$ cat src/hdl/aes_div.sv
// Pipelined restoring divider, one quotient bit per stage.
`timescale 1ns / 1ps

module aes_div #(
    parameter int DW = 24,   // divisor width
    parameter int QW = 17,   // quotient width; numerator must be below den << QW
    parameter int SW = 1     // sideband width
) (
    input  logic               i_clk,
    input  logic               i_rst_n,
    input  logic               i_en,
    input  logic               i_valid,
    input  logic [DW+QW-1:0]   i_num,
    input  logic [DW-1:0]      i_den,
    input  logic [SW-1:0]      i_side,
    output logic               o_valid,
    output logic [QW-1:0]      o_quo,
    output logic [SW-1:0]      o_side
);

    // {partial remainder, remaining numerator bits / quotient bits}
    logic [DW+QW-1:0] r_x    [QW+1];
    logic [DW-1:0]    r_d    [QW+1];
    logic [SW-1:0]    r_s    [QW+1];
    logic             r_v    [QW+1];

    // Input stage
    always_ff @(posedge i_clk) begin
        if (!i_rst_n) begin
            r_v[0] <= 1'b0;
        end else if (i_en) begin
            r_v[0] <= i_valid;
        end
        if (i_en) begin
            r_x[0] <= i_num;
            r_d[0] <= i_den;
            r_s[0] <= i_side;
        end
    end

    // One subtract-and-compare per stage
    for (genvar k = 1; k <= QW; k++) begin : g_step
        logic [DW:0] t;
        logic        ge;
        logic [DW:0] n_rem;
        logic [DW+QW-1:0] n_x;

        assign t     = r_x[k-1][DW+QW-1:QW-1];
        assign ge    = (t >= {1'b0, r_d[k-1]});
        assign n_rem = ge ? (t - {1'b0, r_d[k-1]}) : t;
        if (QW > 1) begin : g_wide
            assign n_x = {n_rem[DW-1:0], r_x[k-1][QW-2:0], ge};
        end else begin : g_narrow
            assign n_x = {n_rem[DW-1:0], ge};
        end

        always_ff @(posedge i_clk) begin
            if (!i_rst_n) begin
                r_v[k] <= 1'b0;
            end else if (i_en) begin
                r_v[k] <= r_v[k-1];
            end
            if (i_en) begin
                r_x[k] <= n_x;
                r_d[k] <= r_d[k-1];
                r_s[k] <= r_s[k-1];
            end
        end
    end

    assign o_valid = r_v[QW];
    assign o_quo   = r_x[QW][QW-1:0];
    assign o_side  = r_s[QW];

endmodule

$ cat config.mk
export PLATFORM = sky130hd
export DESIGN_NAME = aes_div
export DESIGN_NICKNAME = d
export VERILOG_FILES = /design/src/hdl/aes_div.sv
export SDC_FILE = /design/constraint.sdc
export NUM_CORES = 2
export LEC_CHECK = 0
export BUFFER_PORTS_ARGS = -buffer_cell sky130_fd_sc_hd__buf_2
export CELL_PAD_IN_SITES_DETAIL_PLACEMENT = 1
export CELL_PAD_IN_SITES_GLOBAL_PLACEMENT = 1
export CORE_ASPECT_RATIO = 2
export CORE_MARGIN = 2
export CORE_UTILIZATION = 45
export DETAILED_ROUTE_END_ITERATION = 8
export PLACE_DENSITY = 0.66
export SLEW_MARGIN = 15
export SYNTH_ARGS = -nofsm -noshare
export SYNTH_HDL_FRONTEND = slang
export SYNTH_SLANG_ARGS = --single-unit
$ cat constraint.sdc
create_clock -name i_clk -period 5.41 [get_ports i_clk]
set_input_delay 0.2705 -clock i_clk [delete_from_list [all_inputs] [get_ports i_clk]]
set_output_delay 0.2705 -clock i_clk [all_outputs]
set_load 0.01 [all_outputs]
* After elaboration in Yosys (flattened, before gate mapping)
Memory sizes are Yosys's and may differ from the RTL's. Cells that the tools add are included.
Word-level totals: output and inout port bits 19, input port bits 70, memories 4, memory bits (read-only) 0, register bits 0, RAM bits 1206, bits in latches 0
Operators by class: magnitude comparators 17, reduce and logical (&&, ||, !) cells 0, shift operators 0, equal/unequal tests 0, muxes and demuxes 40, $add $sub $neg 17, divide/modulo/power cells 0, bitwise logic cells 18, multipliers 0
Memories:
- r_x | words 18, width 41, read ports 18, clocked after memory_dff 0, wr ports 18, line 22 | logic [DW+QW-1:0] r_x [QW+1];
- r_d | words 18, width 24, read ports 17, clocked after memory_dff 0, wr ports 18, line 23 | logic [DW-1:0] r_d [QW+1];
- r_s | words 18, width 1, read ports 18, clocked after memory_dff 0, wr ports 18, line 24 | logic [SW-1:0] r_s [QW+1];
- r_v | words 18, width 1, read ports 18, clocked after memory_dff 0, wr ports 18, line 25 | logic r_v [QW+1];
Operators with widths (count):
- 25-bit by 24-bit >= comparator with 1-bit output | 17
- 24-bit two-way mux | 17
- 24-bit subtractor | 17
- 1-bit two-way mux | 23
- 1-bit OR | 18

* Depth between registers and ports, before layout
word-level depth 4, depth in mapped cells 14, depth with buffers taken out 12

* Worst setup path before layout
OpenSTA, ideal clock, no wires.
path kind register -> register, start point memory r_x[6][22] (netlist name), end point memory r_x[7][33] (netlist name), data pin, path slack 2.302 ns, data arrival time 2.849 ns, data required time 5.150 ns, cell stages (with the launch flop) 12, library setup time 0.260 ns, clock period less this slack 3.108 ns, cell sequence edfxtp_1 > ha_1 > a21o_1 > a21oi_1 > o21bai_1 > or3_4 > o21ai_4 > o211ai_2 > nand2b_4 > a311oi_4 > buf_6 > mux2_2
RTL lines (line):
- from (decl) | 22

==> results.txt <==
post-synthesis share of cell area spent on full adders, half adders and majority gates = 0.09048
worst rel slew slack = 0.1067
Crit path required time = 5.91 ns
wire length of the first global-routing pass = 259500 microns
final instance area = 67050 sq um
simple-gate area share of the yosys netlist = 0.08380
start of the worst register-to-register path = r_d[15][0]
number of vias per cell = 5.683
initial core utilization = 0.4528
most frequent cells in the layout = edfxtp_1 (1157), inv_1 (540), ha_1 (408)
cell type with the highest aggregate area in the netlist = edfxtp_1
nets in the synthesized netlist = 5436
die height = 520.2 microns
residual DRC count = 0
TritonCTS clock tree = yes
post-synthesis mux area share = 0.03414
share of final-layout standard cells stronger than drive strength 1 = 0.09954
I/O pin total = 89
worst-case clock buffer depth = 3
relative area change from synthesis to final layout = 11.82%
P_leak = 27.06 nW
CP Capture Type = flop
share of Yosys cell area claimed by the top area cell type = 0.5794
power density over the cells = 597.4 nW/um^2
number of enable flip-flop cells after synthesis = 1157
antenna violations before repair = 6
startpoint-to-endpoint class of the critical path = flop to flop
number of fill cells = 13720
clock network latency to the later pin of the worst-skew pair = 0.75 ns
setup tns final = 0 ns
Pre-antenna DRT Iters = 5
per-cell routed wire length = 25.44 microns
critical path data arrival time = 4.98 ns
Hold Path Origin = i_en
Syn. warnings = 0
Hold Path Depth = 1
placer congestion estimate = 0.9284
number of global-route vias before repair = 44820
Post-synth ARST share = 0
Tightest Pin Transition = 1.306 ns
combined global-route utilization of all metal layers = 0.2621
setup repair after global routing missed its margin = false
count of antenna-violating nets left after detailed routing = 0
combinational family with the most area after synthesis = compound AO/OA/AOI/OAI gates
DRC marker count from the first detailed-route iteration = 1503
half-perimeter wire length of the detailed placement result = 138800 microns
final standard cell utilization of the core = 0.5063
die width = 262.1 microns
type of the worst min-delay path = input port to flop
number of synthesized register bits = 1158
Max Clock Skew = 0.03880 ns
post-synthesis share of cell area spent on xor and xnor gates = 0.04265
FF-to-FF path depth = 11
cell area after placement = 62710 sq um
crit start category = flop
buffers added on ports = 88
Achievable Freq = 0.2232 GHz
end point of the most critical hold path = r_s[0]
Clk pin slew, worst setup/hold paths = 0.07 ns
area of the die = 136400 sq um
cell at the root of the clock tree = clkbuf_16
number of violations of the max-capacitance limit = 0
Detailed Route WL = 177400 microns
final-report max-slew violation count = 0
endpoint of the lowest-slack register-to-register path = r_x[16][39]
Cell variety after synth = 89
grt ovf = 0
leading cell type in the layout, fill and taps excluded = edfxtp_1
dominant synthesized flop cell = edfxtp_1
number of buffers inserted during clock tree synthesis = 108
cell count after synthesis = 4942
clock period minus final worst setup slack = 4.480 ns
slack of the worst reg-to-reg path = 0.93 ns
number of placement rows = 189
Final Net Count = 5657
largest driver fanout on the critical path = 4
outcome = completed
number of H-tree levels = 3
Peak supply drop = 0.3141 mV
netlist area before placement = 59960 sq um
Final Hold Viols = 0
Area contributors post-synth = edfxtp_1 (58%), ha_1 (8.5%), inv_1 (3.4%)
period utilization = 0.8282
area inside the core boundary = 132400 sq um
number of endpoints failing setup at the final stage = 0
number of sinks driven by the clock tree = 1158
routed vias = 39640
largest net degree at the start of global routing = 181
share of synthesized area occupied by flip-flops and latches = 0.5798
syn avg cell area = 12.13 sq um
number of gates given a new drive strength after cts = 0
share of the synthesized area in compound gates (AO/OA/AOI/OAI) = 0.1280
## power breakdown
| group | internal, mW | total [mW] | switching [mW] |
|---|---|---|---|
| Combinational | 7.29 | 18.1 | 10.8 |
| Sequential | 12.9 | 14.0 | 1.16 |
| Clock | 4.36 | 7.93 | 3.57 |
| Total | 24.5 | 40.1 | 15.5 |
## stage by stage
stage | worst slack, ns | power [mW] | hold WS [ns] | instances
global placement | 1.068 | 31.62 | 0.4002 | 6703
finish | 0.9297 | 40.05 | 0.02959 | 6974
global route | 0.7602 | 42.32 | 0.05388 | 6974
detailed placement | 0.9967 | 32.16 | 0.4052 | 6703
CTS | 0.9743 | 40.29 | 0.03972 | 6972
floorplan | 2.302 | 26.06 | 0.3694 | 4942
## sequential cells by signal, summed over array words and instances (netlist names)
name and cells:
r_d 408, r_s 18, r_v 18, r_x 714
## worst max path at each step
stage | from | end | slack (ns) | cells after the start
after floorplan | r_x[6][22] | r_x[7][33] | 2.30 | 11
after global placement | r_x[15][16] | r_x[16][39] | 1.07 | 12
after detailed placement | r_x[15][16] | r_x[16][39] | 1.0 | 12
after CTS | r_x[15][16] | r_x[16][39] | 0.97 | 12
after global routing | r_x[10][19] | r_x[11][25] | 0.76 | 11
final | r_d[15][0] | r_x[16][39] | 0.93 | 11
## layout make-up
class,instances,area [sq um],area share
Clock buffer,127,2795,0.04169
Timing Repair Buffer,208,1639,0.02445
Antenna cell,1,2.502,0.00003732
Inverter,541,2031,0.03029
Multi-Input combinational cell,3146,22820,0.3404
Clock inverter,74,844.6,0.01260
Tap cell,1719,2151,0.03208
Sequential cell,1158,34760,0.5185
## synthesized netlist by cell type (69+ instances only)
cell      count
edfxtp_1   1157
nand2_1     273
xor2_1      111
nor3_1       81
inv_1       540
o21ai_0     275
ha_1        408
nand3_1      69
a21oi_1     334
xnor2_1     181
clkbuf_1     71
mux2_2      162
a21o_1      171
nor2_1      293
## timing repair
item,4_1_cts,5_1_grt
hold endpoints to repair,68,0
buffers inserted,0,0
hold buffers,68,0
## metal layers
layer | part of all wire | wire (microns) | track usage
met3 | 0.026 | 4583 | 0.03522
met1 | 0.23 | 41300 | 0.1579
met5 | 0.00044 | 78 | 0
met4 | 0.13 | 22360 | 0.2741
met2 | 0.61 | 109100 | 0.5635
## logic make-up after synthesis
group | after synthesis
adder cells (fa/ha/maj) | 424
multiplexers | 184
AND/OR/NAND/NOR | 1045
flip-flops | 1158
buffers and inverters | 638
AO/OA/AOI/OAI | 1201
XOR/XNOR | 292
## critical path: stages, from the launching register on
cell	delay, ns
edfxtp_1	0.39
ha_1	0.23
fa_1	0.43
nor2b_1	0.15
o21ai_0	0.12
a21boi_0	0.39
o2111ai_1	0.24
o2111ai_1	0.39
nand3_1	0.27
a2111oi_0	1.18
o21ai_0	0.17
a31o_2	0.28
Note: power is estimated with default switching activity, not from simulation.
