**src/hdl/aes_pkg.sv**
```systemverilog
// Shared types and constants for the AHDSR envelope evaluator.
`timescale 1ns / 1ps

package aes_pkg;

    // Fixed field widths
    localparam int SMP_W  = 48;   // sample positions, signed
    localparam int LEN_W  = 24;   // phase lengths
    localparam int SUS_W  = 17;   // sustain register
    localparam int LVL_W  = 17;   // output level
    localparam int ADDR_W = 5;
    localparam int DATA_W = 32;

    // Parameter defaults
    localparam int LEVEL_FRAC_BITS_DEF = 16;
    localparam int DURATION_BITS_DEF   = 24;

    // Register map, index = byte address / 4
    typedef enum logic [2:0] {
        REG_ATTACK  = 3'd0,
        REG_HOLD    = 3'd1,
        REG_DECAY   = 3'd2,
        REG_RELEASE = 3'd3,
        REG_SUSTAIN = 3'd4
    } t_reg_idx;

    // Envelope phase while the gate is held
    typedef enum logic [1:0] {
        PH_ATTACK,
        PH_FULL,
        PH_DECAY,
        PH_SUSTAIN
    } t_phase;

    typedef struct packed {
        logic [LEN_W-1:0] attack_len;
        logic [LEN_W-1:0] hold_len;
        logic [LEN_W-1:0] decay_len;
        logic [LEN_W-1:0] release_len;
        logic [SUS_W-1:0] sustain_level;
    } t_cfg;

    // Sideband that follows a request through the held-level divider
    typedef struct packed {
        logic             active;   // gate valid and query at or after begin
        logic             decay;    // quotient is a drop below full level
        logic             use_rel;  // second division is by release length
        logic [LEN_W-1:0] mult;     // factor applied to the held level
    } t_side;

endpackage

```
**src/hdl/aes_rel.sv**
```systemverilog
// Release scaling: held level times remaining release, ready for division.
`timescale 1ns / 1ps

module aes_rel #(
    parameter int LEVEL_FRAC_BITS = aes_pkg::LEVEL_FRAC_BITS_DEF
) (
    input  logic                                       i_clk,
    input  logic                                       i_rst_n,
    input  logic                                       i_en,
    input  logic                                       i_valid,
    input  logic [LEVEL_FRAC_BITS:0]                   i_quo,
    input  aes_pkg::t_side                             i_side,
    input  aes_pkg::t_cfg                              i_cfg,
    output logic                                       o_valid,
    output logic [aes_pkg::LEN_W+LEVEL_FRAC_BITS:0]    o_num,
    output logic [aes_pkg::LEN_W-1:0]                  o_den,
    output logic                                       o_active
);

    localparam int LW = aes_pkg::LEN_W;
    localparam int QW = LEVEL_FRAC_BITS + 1;
    localparam int NW = LW + QW;
    localparam logic [QW-1:0] ONE = QW'(1) << LEVEL_FRAC_BITS;

    logic [QW-1:0] l0;
    logic          r_v, r_active;
    logic [NW-1:0] r_num;
    logic [LW-1:0] r_den;

    // Held level: decay quotient is a drop from full level
    assign l0 = i_side.decay ? (ONE - i_quo) : i_quo;

    always_ff @(posedge i_clk) begin
        if (!i_rst_n) begin
            r_v <= 1'b0;
        end else if (i_en) begin
            r_v <= i_valid;
        end
        if (i_en) begin
            r_num    <= NW'(l0) * NW'(i_side.mult);
            r_den    <= i_side.use_rel ? i_cfg.release_len : LW'(1);
            r_active <= i_side.active;
        end
    end

    assign o_valid  = r_v;
    assign o_num    = r_num;
    assign o_den    = r_den;
    assign o_active = r_active;

endmodule

```
**config.mk**
```make
export PLATFORM = sky130hd
export DESIGN_NAME = aes_rel
export DESIGN_NICKNAME = d
export VERILOG_FILES = /design/src/hdl/aes_pkg.sv /design/src/hdl/aes_rel.sv
export SDC_FILE = /design/constraint.sdc
export NUM_CORES = 1
export LEC_CHECK = 0
export ABC_AREA = 1
export BUFFER_PORTS_ARGS = -buffer_cell sky130_fd_sc_hd__buf_2
export CORE_ASPECT_RATIO = 1.75
export CORE_MARGIN = 4
export CORE_UTILIZATION = 55
export CTS_CLUSTER_DIAMETER = 100
export DETAILED_ROUTE_END_ITERATION = 8
export PLACE_DENSITY_LB_ADDON = 0.15
export SYNTH_ARGS = -nofsm -noshare
export SYNTH_HDL_FRONTEND = slang
export SYNTH_SLANG_ARGS = --single-unit
```
**constraint.sdc**
```tcl
create_clock -name i_clk -period 6.4 [get_ports i_clk]
set_clock_uncertainty 0.05 [all_clocks]
set_input_delay 0.96 -clock i_clk [delete_from_list [all_inputs] [get_ports i_clk]]
set_output_delay 0.96 -clock i_clk [all_outputs]
set_load 0.05 [all_outputs]
```
Word-level counts from Yosys, hierarchy flattened
Cells that the tools add are included.
{ "op_classes": {"addsub": 1, "mul": 1, "mux": 1} }
{ "ops": {"columns": ["op", "n"], "rows": [
  ["17-bit by 24-bit multiplier with 41-bit output", 1],
  ["17-bit 2-to-1 mux", 1],
  ["17-bit subtractor (first input constant)", 1]
]} }
{ "totals": {"reg_bits": 67, "input_bits": 161, "output_inout_bits": 67, "wordCells": 7} }

Logic depth before layout (Yosys ltp)
{ "depth": {"word_depth": 3, "depth_mapped": 37, "ltp_nobuf": 35} }

Worst setup path before layout
No wires, ideal clock.
{ "synth_timing": {"path_type": "input to register", "startpoint": "input i_quo[0]", "endpoint": "register r_num[32] (netlist: o_num[32]), data pin", "setup_ns": 0.252, "t_arrival_ns": 6.451, "required_time_ns": 6.098, "slack_ns": -0.354, "path_stages": 32, "path_buffers": 2, "path_cell_list": "buf_6 -> inv_2 -> ha_1 -> inv_2 -> nor3_4 -> nand4_1 -> xnor2_1 -> nand2_1 -> nand2_1 -> inv_1 -> buf_2 -> nand2_1 -> fa_1 -> inv_1 -> fa_1 -> inv_1 -> fa_1 -> inv_1 -> fa_1 -> fa_1 -> inv_1 -> fa_1 -> inv_1 -> ha_1 -> nand2_1 -> nor2_1 -> nand2_1 -> nand3b_1 -> nand3_1 -> nand2_1 -> nand3_1 -> nand2_1"} }
{ "synth_between": {"elab_chain_cells": 3} }
{ "synth_lines": {"columns": ["element", "line_no", "source"], "rows": [
  ["start: declaration", "aes_rel.sv:11", "input logic [LEVEL_FRAC_BITS:0] i_quo,"],
  ["17-bit subtractor", "aes_rel.sv:31", "assign l0 = i_side.decay ? (ONE - i_quo) : i_quo;"],
  ["17-bit 2-to-1 mux *", "aes_rel.sv:31", null],
  ["17-bit by 24-bit multiplier with 41-bit output *", "aes_rel.sv:40", "r_num <= NW'(l0) * NW'(i_side.mult);"],
  ["end signal: assignment", "aes_rel.sv:40", null],
  ["end: declaration", "aes_rel.sv:27", "logic [NW-1:0] r_num;"]
]} }
Every way passes the cells marked *; elsewhere a longest branch is shown, timed or not.
A chain may end at the register's enable or synchronous reset.

Worst setup path after layout
{ "layout_timing": {"startpoint": "input i_quo[1]", "endpoint": "register r_num[37] (netlist: o_num[37]), data pin"} }
The elaborated chain is that of the path after synthesis.

==> reports/metrics.yaml <==
worst_setup_path:
  r2r-end: "o_valid"
  cp-startpoint: "i_quo[1]"
  cp.required_ns: 6.45
  cp-end-kind: "flip-flop"
  endpoint: "o_num[37]"
  max_stage_delay_ns: 0.60
  cp.arrival_ns: 6.82
  reg2reg_depth: 2
  r2r-start: "o_valid"
  critPathLaunchType: "input port"
  critical_path_class: "input port to flip-flop"
  cp_max_fo: 5
  r2r_slack_ns: 5.69
  slowest_stage: "fa_1"
die:
  dieHeight_um: 238
  start_util_pct: 55.6
  core-area_mm2: 0.0300
  ios: 228
  fp.dieArea_mm2: 0.0332
  die_w_um: 140
  placementRows: 84
layout:
  antenna_cells: 0
  register_area_mm2: 0.00200
  nFillCells: 2370
  nets: 3059
  drive_gt1_share_pct: 30.6
  fin_area_mm2: 0.0216
  layout_common_cells: "inv_1, nand2_1, fa_1"
  final_common_cell: "inv_1"
  multi_input_area_mm2: 0.0132
  area_delta_synth_final_pct: 29.5
sta:
  worst_pin_slew_ns: 0.828
  period_needed_ns: 6.77
  max_freq_mhz: 148
  fin_ws_ns: -0.374
  setup_viol: 27
  hold_viol: 0
  fin_crit_sh_pct: 106
  rsz0062_at_grt: "yes"
  maxSlewHeadroom_pct: 44.8
  maxSlewViolCount: 0
routing:
  routed_wl_um: 51600
  wl_per_cell_um: 18.1
  ant_nets: 0
  remaining_drc_errors: 0
  dr.pass1.iters: 5
  via_count: 14888
  viasPerCell: 5.23
  drt_first_iter_violations: 859
global_route:
  antenna_found_initial: 0
  grt_usage_pct: 30.8
  grt_pass1_vias: 15922
  grt_max_degree: 69
  grt_first_pass_wirelength_um: 79700
  grt_remaining_overflow: 0
placement:
  gp_congestion: 1.01
  dp_hpwl_um: 41000
  port_buffers: 138
  dpl_cell_area_mm2: 0.0197
outcome:
  violations: "setup timing"
  status: "finished with violations"
yosys:
  synth_warnings: 0
  syn_nets: 2701
  syn_avg_cell_area_um2: 7.95
  seq_area_frac_synth_pct: 12.0
  post-synth-top-area-cell: "fa_1"
  syn_area_mm2: 0.0166
  yosys_register_bits: 67
  yosysTopAreaCellShare_pct: 39.6
  synthCells: 2095
  synth.distinct_cells: 40
  synth_area_leaders: "fa_1, inv_1, edfxtp_1"
clock_network:
  htreeDepth: 3
  cts.clk_slew.worst_paths_ns: 0.06
  clock-sinks: 67
  cts_buffers: 9
  clockRootBuffer: "clkbuf_16"
  cts_tree: "built"
  clock_latency_ns: 0.34
  clk_path_buf_depth: 2
job:
  maxCapViolCount: 0
min_path:
  min_path_type: "flip-flop to flip-flop"
per-stage QoR:
stage / hold slack (ns) / worst slack [ns] / utilization [%] / cells / TNS [ns]
after floorplan: 0.703 / -0.132 / - / 2095 / -1.03
after global routing: 0.558 / -0.689 / 72.0 / 2845 / -13.22
after CTS: 0.517 / -0.286 / 69.0 / 2813 / -5.02
after global placement: 0.466 / -0.769 / 65.7 / 2780 / -18.27
after detailed placement: 0.505 / -0.853 / 65.7 / 2780 / -20.91
final: 0.504 / -0.374 / 72.0 / 2845 / -7.07
synth_stat cells, drive strengths merged:
cell type	instances
dfxtp	1
inv	619
a21oi	47
clkinv	2
or3	1
nand2	531
nand3	62
o211ai	1
nand4	4
edfxtp	66
fa	329
buf	29
nor4	2
clkbuf	32
xor2	23
nand3b	4
nor2	177
or2	2
nor3	14
xnor2	4
o21bai	4
o21ai	25
ha	116
state kept, by name, summed over array words and instances (netlist names):
signal    flops
o_valid       1
o_active      1
o_num        41
o_den        24
final cells by class:
type	count	share of cell area, %
clock buffer	10	1.11
clock inverter	6	0.522
inverter	621	11.1
multi-input combinational	1347	61.3
sequential	67	9.29
tap	387	2.25
timing repair buffer	407	14.5
worst min-delay path by stage:
stage	from	slack, ns	cells past startpoint	endpoint
after floorplan	o_valid	0.70	2	o_valid
after global placement	o_valid	0.47	2	o_valid
after detailed placement	o_valid	0.51	2	o_valid
after CTS	o_valid	0.52	2	o_valid
after global routing	o_valid	0.56	2	o_valid
final	o_valid	0.50	2	o_valid
critical path, delay by kind of cell:
| family | cells | cell delay, ns |
|---|---|---|
| and+or+nand+nor | 9 | 0.94 |
| buffers and inverters | 12 | 0.93 |
| adders and majority gates | 8 | 3.70 |
| AOI/OAI and AO/OA | 3 | 0.28 |
cells by family (layout without fill, tap and decap cells):
kind of cell	Yosys count	in the layout	synth area share (%)
AOI/OAI and AO/OA	77	77	2.44
buffers and inverters	682	1044	16.0
and+or+nand+nor	797	798	19.7
adders and majority gates	445	445	48.3
xor gates and xnor gates	27	27	1.47
DFF	67	67	12.0
what timing repair did:
| action | CTS | global route |
|---|---|---|
| buffers inserted | 14 | 31 |
| endpoints found under the setup margin | 28 | 30 |
| cloned | 3 | 3 |
| hold buffers | 0 | 0 |
| resized for setup | 143 | 199 |
| pin swaps | 38 | 34 |
per-layer routing:
metal,share of wire (%),GRT usage (%),vias up
met5,0,0,-
li1,-,-,6708
met1,33,32.0,7291
met3,5.1,2.33,237
met4,8.7,21.7,0
met2,54,57.7,652
Power is not shown: default switching activity piles up to over one toggle a cycle in this logic, so the estimate is an artifact.
