`config.mk`:
```
export PLATFORM = sky130hd
export DESIGN_NAME = aes_front
export DESIGN_NICKNAME = d
export VERILOG_FILES = /design/src/hdl/aes_pkg.sv /design/src/hdl/aes_front.sv
export SDC_FILE = /design/constraint.sdc
export NUM_CORES = 2
export LEC_CHECK = 0
export ABC_AREA = 1
export BUFFER_PORTS_ARGS = -buffer_cell sky130_fd_sc_hd__buf_2
export CAP_MARGIN = 10
export CORE_MARGIN = 2
export CORE_UTILIZATION = 41
export CTS_CLUSTER_SIZE = 16
export DETAILED_ROUTE_END_ITERATION = 10
export SYNTH_ARGS = -nofsm -noshare
export SYNTH_HDL_FRONTEND = slang
export SYNTH_SLANG_ARGS = --single-unit
```
`constraint.sdc`:
```
create_clock -name i_clk -period 10.4 [get_ports i_clk]
set_clock_uncertainty 0.15 [all_clocks]
set_input_delay 0 -clock i_clk [delete_from_list [all_inputs] [get_ports i_clk]]
set_output_delay 0 -clock i_clk [all_outputs]
set_load 0.01 [all_outputs]
```
`src/hdl/aes_pkg.sv`:
```
// Shared types and constants for the AHDSR envelope evaluator.
`timescale 1ns / 1ps

package aes_pkg;

    // Fixed field widths
    localparam int SMP_W  = 48;   // sample positions, signed
    localparam int LEN_W  = 24;   // phase lengths
    localparam int SUS_W  = 17;   // sustain register
    localparam int LVL_W  = 17;   // output level
    localparam int ADDR_W = 5;
    localparam int DATA_W = 32;

    // Parameter defaults
    localparam int LEVEL_FRAC_BITS_DEF = 16;
    localparam int DURATION_BITS_DEF   = 24;

    // Register map, index = byte address / 4
    typedef enum logic [2:0] {
        REG_ATTACK  = 3'd0,
        REG_HOLD    = 3'd1,
        REG_DECAY   = 3'd2,
        REG_RELEASE = 3'd3,
        REG_SUSTAIN = 3'd4
    } t_reg_idx;

    // Envelope phase while the gate is held
    typedef enum logic [1:0] {
        PH_ATTACK,
        PH_FULL,
        PH_DECAY,
        PH_SUSTAIN
    } t_phase;

    typedef struct packed {
        logic [LEN_W-1:0] attack_len;
        logic [LEN_W-1:0] hold_len;
        logic [LEN_W-1:0] decay_len;
        logic [LEN_W-1:0] release_len;
        logic [SUS_W-1:0] sustain_level;
    } t_cfg;

    // Sideband that follows a request through the held-level divider
    typedef struct packed {
        logic             active;   // gate valid and query at or after begin
        logic             decay;    // quotient is a drop below full level
        logic             use_rel;  // second division is by release length
        logic [LEN_W-1:0] mult;     // factor applied to the held level
    } t_side;

endpackage

```
`src/hdl/aes_front.sv`:
```
// Front stages: gate offsets, saturation, phase pick and divider operands.
`timescale 1ns / 1ps

module aes_front #(
    parameter int LEVEL_FRAC_BITS = aes_pkg::LEVEL_FRAC_BITS_DEF,
    parameter int DURATION_BITS   = aes_pkg::DURATION_BITS_DEF
) (
    input  logic                                       i_clk,
    input  logic                                       i_rst_n,
    input  logic                                       i_en,
    input  logic                                       i_valid,
    input  logic signed [aes_pkg::SMP_W-1:0]           i_query,
    input  logic signed [aes_pkg::SMP_W-1:0]           i_begin,
    input  logic signed [aes_pkg::SMP_W-1:0]           i_finish,
    input  logic                                       i_ok,
    input  aes_pkg::t_cfg                              i_cfg,
    output logic                                       o_valid,
    output logic [aes_pkg::LEN_W+LEVEL_FRAC_BITS:0]    o_num,
    output logic [aes_pkg::LEN_W-1:0]                  o_den,
    output aes_pkg::t_side                             o_side
);

    localparam int XW  = aes_pkg::SMP_W + 1;
    localparam int LW  = aes_pkg::LEN_W;
    localparam int DB  = DURATION_BITS;
    localparam int QW  = LEVEL_FRAC_BITS + 1;
    localparam int NW  = LW + QW;
    localparam int CW  = ((DB > LW + 2) ? DB : LW + 2) + 1;
    localparam int SW  = (QW > aes_pkg::SUS_W) ? QW : aes_pkg::SUS_W;
    localparam logic signed [XW-1:0] DMAX_X = XW'((64'd1 << DB) - 64'd1);
    localparam logic [QW-1:0] ONE = QW'(1) << LEVEL_FRAC_BITS;

    // Clamp a signed offset into the duration range
    function automatic logic [DB-1:0] sat_dur(input logic signed [XW-1:0] x);
        logic [DB-1:0] res;
        if (x <= 0) begin
            res = '0;
        end else if (x > DMAX_X) begin
            res = DMAX_X[DB-1:0];
        end else begin
            res = DB'(x);
        end
        return res;
    endfunction

    // Stage 1: offsets from gate begin
    logic                  r1_v, r1_ok;
    logic signed [XW-1:0]  r1_since, r1_held;
    logic signed [XW-1:0]  n1_since, n1_held;

    assign n1_since = XW'(i_query) - XW'(i_begin);
    assign n1_held  = XW'(i_finish) - XW'(i_begin);

    always_ff @(posedge i_clk) begin
        if (!i_rst_n) begin
            r1_v <= 1'b0;
        end else if (i_en) begin
            r1_v <= i_valid;
        end
        if (i_en) begin
            r1_ok    <= i_ok;
            r1_since <= n1_since;
            r1_held  <= n1_held[XW-1] ? '0 : n1_held;
        end
    end

    // Stage 2: held or released, saturated time, release factor
    logic                  r2_v, r2_active, r2_use_rel;
    logic [DB-1:0]         r2_h;
    logic [LW-1:0]         r2_mult;
    logic                  n2_relph, n2_live;
    logic signed [XW-1:0]  n2_r;
    logic [LW-1:0]         n2_mult;

    assign n2_relph = (r1_since >= r1_held);
    assign n2_r     = r1_since - r1_held;
    assign n2_live  = (i_cfg.release_len != '0) && (n2_r < XW'(i_cfg.release_len));

    always_comb begin
        if (!n2_relph) begin
            n2_mult = LW'(1);
        end else if (n2_live) begin
            n2_mult = i_cfg.release_len - n2_r[LW-1:0];
        end else begin
            n2_mult = '0;
        end
    end

    always_ff @(posedge i_clk) begin
        if (!i_rst_n) begin
            r2_v <= 1'b0;
        end else if (i_en) begin
            r2_v <= r1_v;
        end
        if (i_en) begin
            r2_active  <= r1_ok && !r1_since[XW-1];
            r2_use_rel <= n2_relph && n2_live;
            r2_h       <= n2_relph ? sat_dur(r1_held) : sat_dur(r1_since);
            r2_mult    <= n2_mult;
        end
    end

    // Stage 3: phase lookup
    logic                  r3_v;
    aes_pkg::t_phase       r3_phase;
    logic [LW-1:0]         r3_opnd;
    logic                  r3_active, r3_use_rel;
    logic [LW-1:0]         r3_mult;
    logic [CW-1:0]         a_end, h_end, d_end, hx, hdiff;
    aes_pkg::t_phase       n3_phase;

    assign a_end = CW'(i_cfg.attack_len);
    assign h_end = a_end + CW'(i_cfg.hold_len);
    assign d_end = h_end + CW'(i_cfg.decay_len);
    assign hx    = CW'(r2_h);
    assign hdiff = hx - h_end;

    always_comb begin
        priority if (hx < a_end) begin
            n3_phase = aes_pkg::PH_ATTACK;
        end else if (hx < h_end) begin
            n3_phase = aes_pkg::PH_FULL;
        end else if (hx < d_end) begin
            n3_phase = aes_pkg::PH_DECAY;
        end else begin
            n3_phase = aes_pkg::PH_SUSTAIN;
        end
    end

    always_ff @(posedge i_clk) begin
        if (!i_rst_n) begin
            r3_v <= 1'b0;
        end else if (i_en) begin
            r3_v <= r2_v;
        end
        if (i_en) begin
            r3_phase   <= n3_phase;
            r3_opnd    <= (n3_phase == aes_pkg::PH_DECAY) ? LW'(hdiff) : LW'(hx);
            r3_active  <= r2_active;
            r3_use_rel <= r2_use_rel;
            r3_mult    <= r2_mult;
        end
    end

    // Stage 4: numerator and divisor for the held level
    logic [SW-1:0]  sus_x;
    logic [QW-1:0]  sus_c, one_m_sus;
    logic [NW-1:0]  n4_num;
    logic [LW-1:0]  n4_den;
    logic           r4_v;
    logic [NW-1:0]  r4_num;
    logic [LW-1:0]  r4_den;
    aes_pkg::t_side r4_side;

    assign sus_x     = SW'(i_cfg.sustain_level);
    assign sus_c     = (sus_x > SW'(ONE)) ? ONE : QW'(sus_x);
    assign one_m_sus = ONE - sus_c;

    always_comb begin
        unique case (r3_phase)
            aes_pkg::PH_ATTACK: begin
                n4_num = NW'(r3_opnd) << LEVEL_FRAC_BITS;
                n4_den = i_cfg.attack_len;
            end
            aes_pkg::PH_FULL: begin
                n4_num = NW'(ONE);
                n4_den = LW'(1);
            end
            aes_pkg::PH_DECAY: begin
                n4_num = NW'(one_m_sus) * NW'(r3_opnd);
                n4_den = i_cfg.decay_len;
            end
            default: begin
                n4_num = NW'(sus_c);
                n4_den = LW'(1);
            end
        endcase
    end

    always_ff @(posedge i_clk) begin
        if (!i_rst_n) begin
            r4_v <= 1'b0;
        end else if (i_en) begin
            r4_v <= r3_v;
        end
        if (i_en) begin
            r4_num          <= n4_num;
            r4_den          <= n4_den;
            r4_side.active  <= r3_active;
            r4_side.decay   <= (r3_phase == aes_pkg::PH_DECAY);
            r4_side.use_rel <= r3_use_rel;
            r4_side.mult    <= r3_mult;
        end
    end

    assign o_valid = r4_v;
    assign o_num   = r4_num;
    assign o_den   = r4_den;
    assign o_side  = r4_side;

endmodule

```
Word level (Yosys, flattened, before mapping)
Index checks and enable logic that the tools add are counted.
- reduce and logical (&&, ||, !) cells: 7
- multiplexer cells: 13
- $lt $le $gt $ge: 10
- $add $sub $neg: 8
- equal/unequal tests: 3
- multiply operators: 1
- operator list (cell ; number):
    $mux W24 ; 6
    $pmux W41 S3 ; 1
    $gt A49 B25 Y1 const B ; 2
    $le A49 B1 Y1 const B ; 2
    $sub A48 B48 Y49 ; 2
    $ge A49 B49 Y1 ; 1
    $lt A49 B24 Y1 ; 1
    $sub A49 B49 Y49 ; 1
    $pmux W24 S2 ; 1
    $sub A24 B24 Y24 ; 2
    $mul A17 B24 Y41 ; 1
    $add A25 B24 Y26 ; 1
    $lt A24 B26 Y1 ; 1
    $add A24 B24 Y25 ; 1
    $lt A24 B25 Y1 ; 1
    $lt A24 B24 Y1 ; 1
    $reduce_bool A24 Y1 ; 1
    $gt A17 B17 Y1 const B ; 1
    $mux W17 ; 1
    $sub A17 B17 Y17 const A ; 1
    $eq A2 B2 Y1 const B ; 2
    $mux W2 ; 2
    $logic_and A1 B1 Y1 ; 3
    $eq A2 B1 Y1 const B ; 1
    other kinds (4) ; 5
- register bits: 297
- word-level logic and storage cells: 66
- output and inout port bits: 93

Longest topological paths before layout
- word-level depth: 8
- depth in mapped cells: 47
- mapped depth without buffers: 45

Worst setup path after synthesis
Ideal clock, no wire load.
- path type: input to register
- start: input port i_cfg[0] (netlist bit)
- end: register r4_num[32], in the netlist o_num[32], data pin
- buffers on the path: 2
- setup time: 0.267 ns
- path slack: 3.521 ns
- stages: 46
- data required time: 9.983 ns
- arrival time: 6.462 ns
- cells stage by stage: or2_1 > nor3_2 > nand3_2 > nand2_1 > buf_6 > nand2_1 > nand2_2 > nor2_4 > nand2_2 > nor2_4 > nand2_2 > nor2_4 > nand3_2 > inv_2 > nand2_1 > nand2_1 > inv_2 > buf_2 > [10 not listed] > fa_1 > inv_1 > ha_1 > nand2_1 > nor2_1 > inv_1 > nor2_1 > nor2_1 > nand2_1 > nand2_1 > nand2_1 > nand2_1 > nand2_1 > nand2_1 > o21ai_0 > a21oi_1 > o21ai_0 > o21ai_0
- cells in the longest elaborated chain, start to end: 5
- RTL lines (what ; line ; RTL):
    start, declared ; aes_front.sv:16 ; input aes_pkg::t_cfg i_cfg,
    $gt A17 B17 Y1 ; aes_front.sv:156 ; assign sus_c = (sus_x > SW'(ONE)) ? ONE : QW'(sus_x);
    $mux W17 * ; aes_front.sv:156 ;
    $sub A17 B17 Y17 * ; aes_front.sv:157 ; assign one_m_sus = ONE - sus_c;
    $mul A17 B24 Y41 * ; aes_front.sv:170 ; n4_num = NW'(one_m_sus) * NW'(r3_opnd);
    $pmux W41 S3 * ; aes_front.sv:160 ; unique case (r3_phase)
    net n4_num[32] ; aes_front.sv:148 ; logic [NW-1:0] n4_num;
    end signal, assigned ; aes_front.sv:187 ; r4_num <= n4_num;
    end, declared ; aes_front.sv:151 ; logic [NW-1:0] r4_num;
The timed path passes the listed nets; every way through them passes the cells marked *.
A chain may end at the register's enable or synchronous reset.

Final worst setup path
- start: input port i_cfg[14] (netlist bit)
- end: register r4_num[39], in the netlist o_num[39], data pin
The elaborated chain is that of the path after synthesis.

==> impl_metrics.ini <==
[sta]
fin_crit_ns = 8.66
grt_setup_unrepaired = false
setup_viol = 0
slew_headroom_pct = 23.1
worst_pin_slew_ns = 1.15
fmax_ghz = 0.115
maxSlewViolCount = 0
period_share_pct = 83.3
final-hold-violation-count = 0
fin_setup_tns_ns = 0

[route]
via_count = 38365
wl_met2_mm = 67.3
routed_via_density = 5.18
drt_pass1_iterations = 6
drt-total-wl_mm = 142
wl_met3_mm = 7.80
highest_layer = met5
routedLengthMet1_mm = 60.5
drc = 0
drtAntennaViolNets = 0
drtIter0Drc = 3014
post_drt_wl_per_cell_um = 19.1

[run_status]
outcome = completed

[logic_synthesis]
syn_area_um2 = 41200
yosysSeqAreaShare_pct = 21.5
syn_nets = 6550
ys_types = 58
synth-edff-count = 292
syn_avg_cell_area_um2 = 7.45
ys_ff_latch = 296
synth_cells = 5528
yosys_warnings = 0
synth_ff_type = edfxtp_1
async_flop_share_pct = 0

[worst_hold_path]
hold_depth = 5
hold_class = in2reg
worstHoldStart = i_begin[16]
hold-path-endpoint = r1_held[16]

[clock_network]
cts_max_level = 2
cts.repair_timing.setup_buffer_count = 0
clock_sinks = 296
path_clk_slew_ns = 0.05
post_cts_resized = 0
cts_buffers = 37
clockBufferDepth = 3
clock_latency_ns = 0.59
root_buffer = clkbuf_16
cts_tree = yes

[die]
die-area_um2 = 103000
num_rows = 116
io_pins = 355
start_util_pct = 41.2
die_h_um = 321
chipWidth_um = 321
design.core.area_um2 = 99900

[setup_path]
cp_slowest_cell = dlygate4sd3_1
r2r_slack_ns = 3.00
critical_path_arrival_ns = 8.81
timing.rr.start = r3_opnd[22]
rr_endpoint = o_num[39]
cp_common_cell = fa_1
required_ns = 10.55
cp_max_fo = 14
rr_worst_depth = 24
crit_buf_inv = 8
critical-path-top-delay-family = simple AND/OR/NAND/NOR gates
cpPeakStageDelay_ns = 0.54
critical_path_class = in2reg
worst_setup_path_start_kind = input pin
endpoint_kind = flip-flop

[grt]
track_usage_pct = 27.3
grt.overflow.total = 0
grt_pass1_wl_mm = 217
grt_antenna_before_repair = 6
grt_max_degree = 160
grt_pass1_vias = 38503

[placed_design]
gp_congestion = 1.01
hpwl_mm = 117
portBuffers = 354

[final_layout]
final_cell_mix = nand2_1 (1190), inv_1 (1181), nor2_1 (536), ha_1 (424), a21oi_1 (373)
syn_to_final_growth_pct = 16.2
drive_gt1_share_pct = 8.48
final_common_cell = nand2_1
multiInputGateArea_um2 = 27400
regArea_um2 = 8850
nNetsFinal = 7099
fillers = 10133

[job]
drv_cap = 0
## tightest hold or removal path, delay by kind of cell
kind | cells | cell delay [ns]
adder cells (fa/ha/maj) | 1 | 0.23
buffers and inverters | 2 | 0.17
XOR/XNOR | 1 | 0.15
AND/OR/NAND/NOR | 1 | 0.13
## per-layer routing
| layer | GRT usage [%] | vias up |
|---|---|---|
| li1 | - | 18682 |
| met1 | 35.3 | 18145 |
| met2 | 46.9 | 1256 |
| met3 | 2.88 | 280 |
| met4 | 10.8 | 2 |
| met5 | 0 | - |
## state kept, by name (all words and copies together), names as in the netlist
signal / cells
o_den: 24
o_num: 41
o_side: 27
o_valid: 1
r1_held: 48
r1_ok: 1
r1_since: 49
r1_v: 1
r2_active: 1
r2_h: 24
r2_mult: 24
r2_use_rel: 1
r2_v: 1
r3_active: 1
r3_mult: 24
r3_opnd: 24
r3_phase: 2
r3_use_rel: 1
r3_v: 1
## per-stage QoR
stage / utilization (%) / instances / hold slack, ns / cell area (um2) / setup WS, ns
finish: 47.9 / 7407 / 0.0554 / 47900 / 1.74
global route: 47.9 / 7407 / 0.0636 / 47900 / 1.13
detailed placement: 44.3 / 7095 / 0.0385 / 44200 / 1.79
global placement: 44.3 / 7095 / 0.0293 / 44200 / 1.87
floorplan: - / 5528 / -0.0511 / 41200 / 3.52
CTS: 47.9 / 7403 / 0.00998 / 47800 / 1.85
## worst max-delay path by stage
stage               cells past startpoint      start         to  slack [ns]
detailed placement                     38   i_cfg[0]  o_num[28]        1.79
global route                           35  i_cfg[14]  o_num[34]        1.13
finish                                 36  i_cfg[14]  o_num[39]        1.74
global placement                       39   i_cfg[0]  o_num[28]        1.87
floorplan                              46   i_cfg[0]  o_num[32]        3.52
CTS                                    39   i_cfg[0]  o_num[28]        1.85
## layout make-up
type / count / area share (%)
multi-input combinational: 3933 / 57.2
sequential: 296 / 18.5
inverter: 1202 / 9.43
timing repair buffer: 607 / 8.98
tap: 1298 / 3.39
clock buffer: 43 / 1.98
clock inverter: 24 / 0.539
antenna: 4 / 0.0209
## timing repair
action / CTS / global route
endpoints found under the setup margin: 0 / 0
hold endpoints to repair: 224 / 0
hold buffers: 241 / 0
## cell usage after synthesis, types with 7 or more instances
master	instances	area share, %
and3_1	20	0.30
o22ai_1	24	0.36
nor2_1	537	4.9
fa_1	336	16
nand3b_1	9	0.16
nand4_1	53	0.80
o21bai_1	17	0.31
xor2_1	111	2.4
o21ai_1	21	0.26
edfxtp_1	292	21
nor4_1	33	0.50
buf_2	23	0.28
o221ai_1	14	0.30
inv_2	14	0.13
nor3_2	12	0.29
nor2_2	21	0.32
a21o_1	22	0.40
nand2_2	14	0.21
inv_1	1181	11
xnor2_1	92	2.0
nand2_1	1190	11
o21a_1	17	0.31
o21ai_0	249	3.0
o211ai_1	12	0.22
nand3_1	170	2.1
clkinv_1	7	0.064
ha_1	424	13
a21oi_1	373	4.5
a31oi_1	50	0.76
buf_6	9	0.25
clkbuf_1	55	0.50
nor3_1	36	0.44
or2_2	11	0.17
a21boi_0	13	0.24
## cells by family (layout without fill, tap and decap cells)
family / Yosys count / in the layout / share of synthesized area [%]
AND/OR/NAND/NOR: 2126 / 2126 / 21.5
buffers and inverters: 1299 / 1876 / 12.1
AO/OA/AOI/OAI: 844 / 844 / 11.4
adder cells (fa/ha/maj): 760 / 760 / 29.2
flip-flops: 296 / 296 / 21.5
XOR/XNOR: 203 / 203 / 4.32
other: 0 / 4 / 0
Power is not shown: default switching activity piles up to over one toggle a cycle in this logic, so the estimate is an artifact.
